[src/rtl/core/bdq_pkg.sv]
// Package with the constants, request codes and cell control types of the deque.
package bdq_pkg;

	localparam int DEPTH      = 16;
	localparam int DATA_WIDTH = 32;
	localparam int IDX_W      = $clog2(DEPTH);
	localparam int COUNT_W    = $clog2(DEPTH + 1);
	localparam int OUT_W      = 40;

	typedef enum logic [2:0] {
		REQ_PUSH_BACK  = 3'd0,
		REQ_POP_BACK   = 3'd1,
		REQ_PUSH_FRONT = 3'd2,
		REQ_POP_FRONT  = 3'd3,
		REQ_DELETE     = 3'd4
	} req_e_t;

	typedef enum logic [2:0] {
		CELL_HOLD,
		CELL_SHR,
		CELL_SHL,
		CELL_DEL,
		CELL_LOAD
	} cell_op_t;

	typedef struct packed {
		cell_op_t op;
		logic     in_range;
		logic     load_here;
	} cell_ctl_t;

endpackage

[src/rtl/core/bdq_cell.sv]
// One storage cell of the deque: holds a word, shifts with its neighbors, matches for delete.
module bdq_cell
	import bdq_pkg::*;
(
	input  logic                  clk,
	input  cell_ctl_t             ctl,
	input  logic [DATA_WIDTH-1:0] key,
	input  logic [DATA_WIDTH-1:0] left_word,
	input  logic [DATA_WIDTH-1:0] right_word,
	input  logic                  seen_in,
	output logic                  seen_out,
	output logic [DATA_WIDTH-1:0] word
);

	logic [DATA_WIDTH-1:0] word_q;
	logic                  match;

	assign match    = ctl.in_range && (word_q == key);
	assign seen_out = seen_in || match;
	assign word     = word_q;

	// A delete closes the gap: the matching cell and all cells behind it take their right neighbor.
	always_ff @(posedge clk) begin
		unique case (ctl.op)
			CELL_SHR:  word_q <= left_word;
			CELL_SHL:  word_q <= right_word;
			CELL_DEL: begin
				if (seen_out) word_q <= right_word;
			end
			CELL_LOAD: begin
				if (ctl.load_here) word_q <= key;
			end
			default:   word_q <= word_q;
		endcase
	end

endmodule

[src/rtl/core/bounded_deque_with_delete_unit.sv]
// Top level of the bounded deque with delete: request decode, cell row, count and result register.
// The result of a request is captured in the result register at the clock edge that accepts it.
// Throughput: one request per cycle while results are taken; the result register frees itself when the result is taken.
// The first-match search runs combinationally as a priority chain through the row of cells.
// Reset clears the entry count and the result valid flag; stored words stay undefined until written.
module bounded_deque_with_delete_unit
	import bdq_pkg::*;
(
	input  logic             clk,
	input  logic             arst_n,
	input  logic             s_tvalid,
	output logic             s_tready,
	input  logic [31:0]      s_tdata,  // [31:0] value
	input  logic [2:0]       s_tuser,  // [2:0] req_type
	output logic             m_tvalid,
	input  logic             m_tready,
	// [31:0] read_value, [32] was_empty, [33] was_full, [34] found, [39:35] entry_count
	output logic [OUT_W-1:0] m_tdata
);

	logic                  m_valid_q;
	logic [OUT_W-1:0]      m_data_q;
	logic [COUNT_W-1:0]    count_q;
	logic [COUNT_W-1:0]    count_next;
	logic                  accept;
	logic                  full;
	logic                  empty;
	logic [DATA_WIDTH-1:0] key;
	cell_op_t              op;
	logic [IDX_W-1:0]      last_idx;
	logic [DATA_WIDTH-1:0] words [DEPTH];
	logic [DEPTH:0]        seen;
	logic                  found;
	logic [31:0]           read_value;
	logic                  was_empty;
	logic                  was_full;
	req_e_t                req;

	assign s_tready = !m_valid_q || m_tready;
	assign accept   = s_tvalid && s_tready;
	assign m_tvalid = m_valid_q;
	assign m_tdata  = m_data_q;

	assign req      = req_e_t'(s_tuser);
	assign key      = DATA_WIDTH'(s_tdata);
	assign full     = (count_q == COUNT_W'(DEPTH));
	assign empty    = (count_q == '0);
	assign last_idx = IDX_W'(count_q - 1'b1);
	assign seen[0]  = 1'b0;
	assign found    = seen[DEPTH];

	always_comb begin
		op = CELL_HOLD;
		if (accept) begin
			unique case (req)
				REQ_PUSH_BACK:  op = full  ? CELL_HOLD : CELL_LOAD;
				REQ_PUSH_FRONT: op = full  ? CELL_HOLD : CELL_SHR;
				REQ_POP_FRONT:  op = empty ? CELL_HOLD : CELL_SHL;
				REQ_DELETE:     op = CELL_DEL;
				default:        op = CELL_HOLD;
			endcase
		end
	end

	for (genvar i = 0; i < DEPTH; i++) begin : g_cell
		cell_ctl_t             ctl;
		logic [DATA_WIDTH-1:0] left_word;
		logic [DATA_WIDTH-1:0] right_word;

		assign ctl.op        = op;
		assign ctl.in_range  = (COUNT_W'(i) < count_q);
		assign ctl.load_here = (COUNT_W'(i) == count_q);

		if (i == 0) begin : g_first
			assign left_word = key;
		end else begin : g_mid_l
			assign left_word = words[i-1];
		end
		if (i == DEPTH - 1) begin : g_last
			assign right_word = words[i];
		end else begin : g_mid_r
			assign right_word = words[i+1];
		end

		bdq_cell u_cell (
			.clk        (clk),
			.ctl        (ctl),
			.key        (key),
			.left_word  (left_word),
			.right_word (right_word),
			.seen_in    (seen[i]),
			.seen_out   (seen[i+1]),
			.word       (words[i])
		);
	end

	always_comb begin
		read_value = 32'd0;
		was_empty  = 1'b0;
		was_full   = 1'b0;
		count_next = count_q;
		unique case (req)
			REQ_PUSH_BACK, REQ_PUSH_FRONT: begin
				if (full) was_full = 1'b1;
				else count_next = count_q + 1'b1;
			end
			REQ_POP_BACK: begin
				if (empty) begin
					was_empty  = 1'b1;
					read_value = '1;
				end else begin
					read_value = 32'($signed(words[last_idx]));
					count_next = count_q - 1'b1;
				end
			end
			REQ_POP_FRONT: begin
				if (empty) begin
					was_empty  = 1'b1;
					read_value = '1;
				end else begin
					read_value = 32'($signed(words[0]));
					count_next = count_q - 1'b1;
				end
			end
			REQ_DELETE: begin
				if (found) count_next = count_q - 1'b1;
			end
			default: count_next = count_q;
		endcase
	end

	always_ff @(posedge clk or negedge arst_n) begin
		if (!arst_n) begin
			m_valid_q <= 1'b0;
			count_q   <= '0;
		end else begin
			if (accept) begin
				m_valid_q <= 1'b1;
				count_q   <= count_next;
			end else if (m_tready) begin
				m_valid_q <= 1'b0;
			end
		end
	end

	always_ff @(posedge clk) begin
		if (accept) begin
			m_data_q <= {5'(count_next), (req == REQ_DELETE) && found, was_full, was_empty,
				read_value};
		end
	end

endmodule

[config.mk]
export PLATFORM = sky130hd
export DESIGN_NAME = bounded_deque_with_delete_unit
export DESIGN_NICKNAME = d
export VERILOG_FILES = /design/src/rtl/core/bdq_pkg.sv /design/src/rtl/core/bdq_cell.sv /design/src/rtl/core/bounded_deque_with_delete_unit.sv
export SDC_FILE = /design/constraint.sdc
export NUM_CORES = 2
export LEC_CHECK = 0
export CAP_MARGIN = 25
export CORE_ASPECT_RATIO = 0.75
export CORE_MARGIN = 5
export CORE_UTILIZATION = 50
export DETAILED_ROUTE_END_ITERATION = 7
export DONT_BUFFER_PORTS = 1
export SYNTH_ARGS = -nofsm -noshare
export SYNTH_HDL_FRONTEND = slang
export SYNTH_SLANG_ARGS = --single-unit
[constraint.sdc]
create_clock -name clk -period 7.8 [get_ports clk]
set_input_delay 1.17 -clock clk [delete_from_list [all_inputs] [get_ports clk]]
set_output_delay 1.17 -clock clk [all_outputs]
set_load 0.05 [all_outputs]
# Yosys cells after proc, flatten, opt, wreduce, memory -nomap -nowiden
# Index checks and enable logic that the tools add are counted.
# totals
wordCells,236
reg_bits,558
out_inout_bits,42
# op_classes
addsub,2
n_eq_ne,71
bitwise,1
n_mux,66
n_reduce_logical,58
magnitude_cmp,17
# ops
cell,count
$pmux 32 s4,15
$mux 32,35
$eq 32x32->1,16
$bmux 32 s4,1
$pmux 32 s2,2
$reduce_and 3->1,15
$eq 4x5->1 const A,8
$lt 4x5->1 const A,8
$ne 2x2->1 const B,16
$ne 2x1->1 const B,15
$eq 3x5->1 const A,4
$lt 3x5->1 const A,4
$logic_and 1x1->1,18
$logic_or 1x1->1,16
$mux 5,3
$pmux 5 s3,1
$eq 3x2->1 const B,4
$pmux 3 s4,1
$eq 2x5->1 const A,2
$lt 1x5->1 const A,2
$lt 2x5->1 const A,2
$eq 3x1->1 const B,2
$eq 3x3->1 const B,2
$mux 3,2
15 further kinds,21

# Longest topological paths before layout
# logic_depth
ltp_word,19
ltp_mapped,16
depth_no_buf,11

# By module
# Synthesis repeated with hierarchy kept, for this count alone.
# unflattened
hier_cells,3620
hier_area_um2,36955.4
# modules_own_cells
module,instances,area_per_inst_um2,cells_per_inst
bdq_cell,16,1903.1,191
bounded_deque_with_delete_unit,1,6506.2,564

# Least setup slack after synthesis
# Ideal clock, no wire load.
# synth_path
path_type,reg-to-reg
from,reg count_q[0]
to,reg g_cell[12].u_cell.word_q[0] (enable)
setup_slack_ns,1.724
setup_ns,0.470
required_time_ns,7.330
stages_incl_launch_ff,15
arrival_time_ns,5.606
n_path_buf,6
synth_period_minus_slack_ns,6.076
cell_sequence,dfrtp_1 clkbuf_1 clkbuf_1 buf_1 clkbuf_1 inv_1 ha_1 nor2b_1 nand2_1 nand3_1 a21oi_1 clkbuf_1 a21oi_1 clkbuf_1 a211oi_1
# synth_between
elab_chain_cells,16
elab_cells_between_ends,54
cone_classes,order compare: 13; eq/ne: 8; mux: 5; reduce/logical: 28
# synth_rtl
item,line,text
start: declaration,bounded_deque_with_delete_unit.sv:23,logic [COUNT_W-1:0] count_q;
start signal: assignment,bounded_deque_with_delete_unit.sv:139,count_q <= count_next;
$lt 1x5->1,bounded_deque_with_delete_unit.sv:71,assign ctl.in_range = (COUNT_W'(i) < count_q);
$logic_and 1x1->1,bdq_cell.sv:18,assign match = ctl.in_range && (word_q == key);
$logic_or 1x1->1 (12 in a row),bdq_cell.sv:19,assign seen_out = seen_in || match;
$ne 2x1->1 (no source line),-,
$reduce_and 3->1 (no source line) *,-,
end signal: assignment,bdq_cell.sv:25,CELL_SHR: word_q <= left_word;
end signal: assignment,bdq_cell.sv:26,CELL_SHL: word_q <= right_word;
end signal: assignment,bdq_cell.sv:28,if (seen_out) word_q <= right_word;
end: declaration,bdq_cell.sv:15,logic [DATA_WIDTH-1:0] word_q;
# Every way passes the cells marked *; elsewhere a longest branch is shown, timed or not.
# A chain may end at the register's enable or synchronous reset.

# Worst setup path in the final report
# layout_path
from,in s_tdata[2]
to,reg g_cell[6].u_cell.word_q[18] (enable)
# layout_between
elab_chain_cells,10
elab_cells_between_ends,22
cone_classes,eq/ne: 8; reduce/logical: 14
# layout_rtl
item,line,text
start: declaration,bounded_deque_with_delete_unit.sv:13,"input logic [31:0] s_tdata,"
$eq 32x32->1,bdq_cell.sv:18,
$logic_and 1x1->1,bdq_cell.sv:18,
$logic_or 1x1->1 (5 in a row),bdq_cell.sv:19,
$logic_or 1x1->1 *,bdq_cell.sv:19,
$ne 2x1->1 (no source line) *,-,
$reduce_and 3->1 (no source line) *,-,
end signal: assignment,bdq_cell.sv:25,
end signal: assignment,bdq_cell.sv:26,
end signal: assignment,bdq_cell.sv:28,
end: declaration,bdq_cell.sv:15,
# Marks and branches as above.

==> results.ini <==
[pwr]
switching_share = 0.365
power-per-cell-area_nw_per_um2 = 301
internal-power_mw = 7.00
power.share.clock = 0.252
switchingPower_mw = 4.02
power_frac_comb = 0.376
p_leak_nw = 11.6
ir_drop_mv = 0.332
seqPwrFrac = 0.372

[critical_path]
rrSetupSlack_ps = 3130
crit_start = s_tdata[2]
crit_type = primary input to register
arrival_ps = 4990
r2r_start = count_q[0]
timing.rr.end = g_cell[11].u_cell.word[6]
path_max_fanout = 28
critPathCaptureType = register
ff2ff_path_depth = 10
cp-start-kind = primary input
required_ps = 8090

[synth]
syn_nets = 2576
yosysUniqueCellTypes = 61
synth_xor_xnor_area_share = 0.133
synth_simple_gate_area_frac = 0.0551
synth_edf_count = 552
synth_area_per_cell_um2 = 13.6
muxShareOfSynthArea = 0.125
yosysWarnings = 0
synthesis.instances = 2532
synthArstFlopShare = 0.0108
ys_ff_latch = 558
synthAdderAreaFrac = 0.00182
synth_compound_area_frac = 0.157
synth_top_family_by_area = compound AO/OA/AOI/OAI gates
ys.flop_type = edfxtp_1
synth_area_um2 = 34300
ys_seq_area_frac = 0.487

[grt]
grt_usage = 0.411
grt_first_pass_wirelength_mm = 212
use_met2 = 0.557
grt_use_met1 = 0.616
grt_max_degree = 183
gr-total-overflow = 0
first_global_vias = 23800
antenna_found_initial = 8
grt_busiest_layer = met1
grt_use_met3 = 0.136

[sta]
slew_headroom = 0.178
skew_ps = 42.6
setup_viol = 0
worstMarginPinSlew_ps = 1220
min_period_ps = 4700
hold_viol_final = 0
fmax_ghz = 0.213
tns_ps = 0
rsz0062_at_grt = false
drv_slew = 0
min_period_over_period = 0.603

[placement]
placedCellCount = 3184
port_buffers = 0
finalWeightedCongestion = 1.09
placed_area_um2 = 34800
place_hpwl_mm = 111

[detailed_routing]
antenna_left = 0
drt_iter0_drc = 5503
vias_per_cell = 8.06
drt_wl_total_mm = 156
drt_pass1_iterations = 8
post_drt_wl_per_cell_um = 47.4
vias = 26600
drc = 0

[floorplan]
ioPinCount = 81
die_area_um2 = 74100
core_area_um2 = 68200
die_h_um = 237
rows = 83
die_w_um = 313
initial_utilization = 0.503

[clock_tree]
clkSinkCount = 558
cts_root_buf = clkbuf_16
max-clock-path-buffers = 3
cts_buffers = 58
ctsHoldBuffers = 0
cts_tree = done
postCtsResizedCells = 0
post-cts-setup-buffers = 0
clkLatencyLatePin_ps = 670
h-tree-depth = 2
clkTransAtPathRegs_ps = 70

[layout]
drive_gt1_frac = 0.153
fin_area_um2 = 36700
stdcell_count = 3295
nNetsFinal = 2399
synthToLayoutAreaGrowth_pct = 6.79

[min_path]
hold_path_class = primary input to asynchronous set/reset pin

[outcome]
outcome = completed

[job]
maxCapViolations = 0

[worst max path at each step]
stage                                       endpoint  depth (start not counted)  slack [ps]
after floorplan            g_cell[12].u_cell.word[0]                         14        1720
after global placement    g_cell[14].u_cell.word[25]                          9        2170
after detailed placement    g_cell[6].u_cell.word[7]                          9        2740
after CTS                   g_cell[9].u_cell.word[2]                         10        3200
after global routing      g_cell[11].u_cell.word[19]                         10        3010
final                      g_cell[6].u_cell.word[18]                          9        3100
[layout make-up]
| type | instances | area [um^2] |
|---|---|---|
| Antenna cell | 2 | 5.00 |
| Clock buffer | 72 | 1550 |
| Clock inverter | 34 | 254 |
| Fill cell | 5600 | 31600 |
| Inverter | 8 | 30.0 |
| Multi-Input combinational cell | 1667 | 16400 |
| Sequential cell | 558 | 16700 |
| Tap cell | 892 | 1120 |
| Timing Repair Buffer | 62 | 564 |
[cell usage after synthesis (3+ instances only)]
library cell	count	area [um^2]
buf_6	7	78.8
nor2_1	21	78.8
nor3_1	29	145
o31ai_1	3	22.5
nand2_1	30	113
dfrtp_1	6	150
ha_1	5	62.6
nand3_1	31	155
buf_1	10	37.5
edfxtp_1	552	16600
and4_1	3	26.3
inv_1	7	26.3
nor2b_1	5	31.3
a2111oi_0	3	26.3
o21ai_0	10	50.1
mux2_2	32	360
a221o_1	448	4480
mux2i_1	34	340
xor2_1	148	1300
a21o_1	35	263
buf_4	52	390
a211oi_1	5	37.5
mux4_2	160	3600
nor4_1	50	313
a31oi_1	7	43.8
a21oi_1	60	300
nand4_1	98	613
and2_1	35	219
clkbuf_1	217	815
xnor2_1	372	3260
buf_2	13	65.1
nand2b_1	4	25.0
a221oi_1	3	26.3
and3_1	5	31.3
[state kept, by name (all words and copies together) (netlist names)]
signal              cells
m_tvalid                1
g_cell.u_cell.word    512
m_tdata                40
count_q                 5
[power by group through the flow]
stage / registers (mW) / logic [mW] / clock network, mW
global route: 4.12 / 4.24 / 2.90
CTS: 4.09 / 4.05 / 2.77
floorplan: 3.99 / 2.84 / 0
detailed placement: 4.15 / 4.03 / 0
global placement: 4.14 / 4.02 / 0
finish: 4.10 / 4.14 / 2.78
[layout by cell type (no fill, tap or decap), drive strengths merged, types with 3 or more instances in the layout]
cell type,count
and4,3
and2,35
a221oi,3
nor2,22
mux2i,34
mux4,160
o31ai,3
nand4,99
or4,3
inv,9
a221o,448
o41ai,3
o21ai,12
and3,5
clkbuf,72
bufinv,3
a31oi,7
dfrtp,6
nand3,32
clkinv,29
xnor2,372
a2111oi,4
a21o,35
edfxtp,552
nand2b,4
a21oi,60
xor2,148
mux2,32
a211oi,5
nor4,50
ha,5
nor3,30
buf,62
nor2b,5
nand2,30
[critical path: stages]
cell	delay [ps]
xor2_1	300
nor4_1	1110
nand3_1	320
o31ai_1	460
nor2b_1	170
nand2_1	220
nor2_1	130
a211oi_4	420
buf_4	620
[stage by stage]
stage	total power, mW	utilization	hold slack, ps	setup WS, ps
after floorplan	6.82	-	584	1720
after global placement	8.16	0.510	608	2170
after detailed placement	8.18	0.510	622	2740
after CTS	10.9	0.537	188	3200
after global routing	11.3	0.537	200	3010
final	11.0	0.538	217	3100
[logic make-up after synthesis]
kind of cell,count (synthesis)
xor gates and xnor gates,520
adders and majority gates,5
buffers and inverters,307
DFF,558
muxes,226
AOI/OAI and AO/OA,590
and+or+nand+nor,326
[metal layers]
metal | wire [um] | vias to the layer above
met5 | 48 | -
met4 | 7020 | 8
met3 | 23700 | 318
met2 | 63300 | 2483
met1 | 62100 | 13700
li1 | - | 10100
Power figures use the tool's default switching activity.
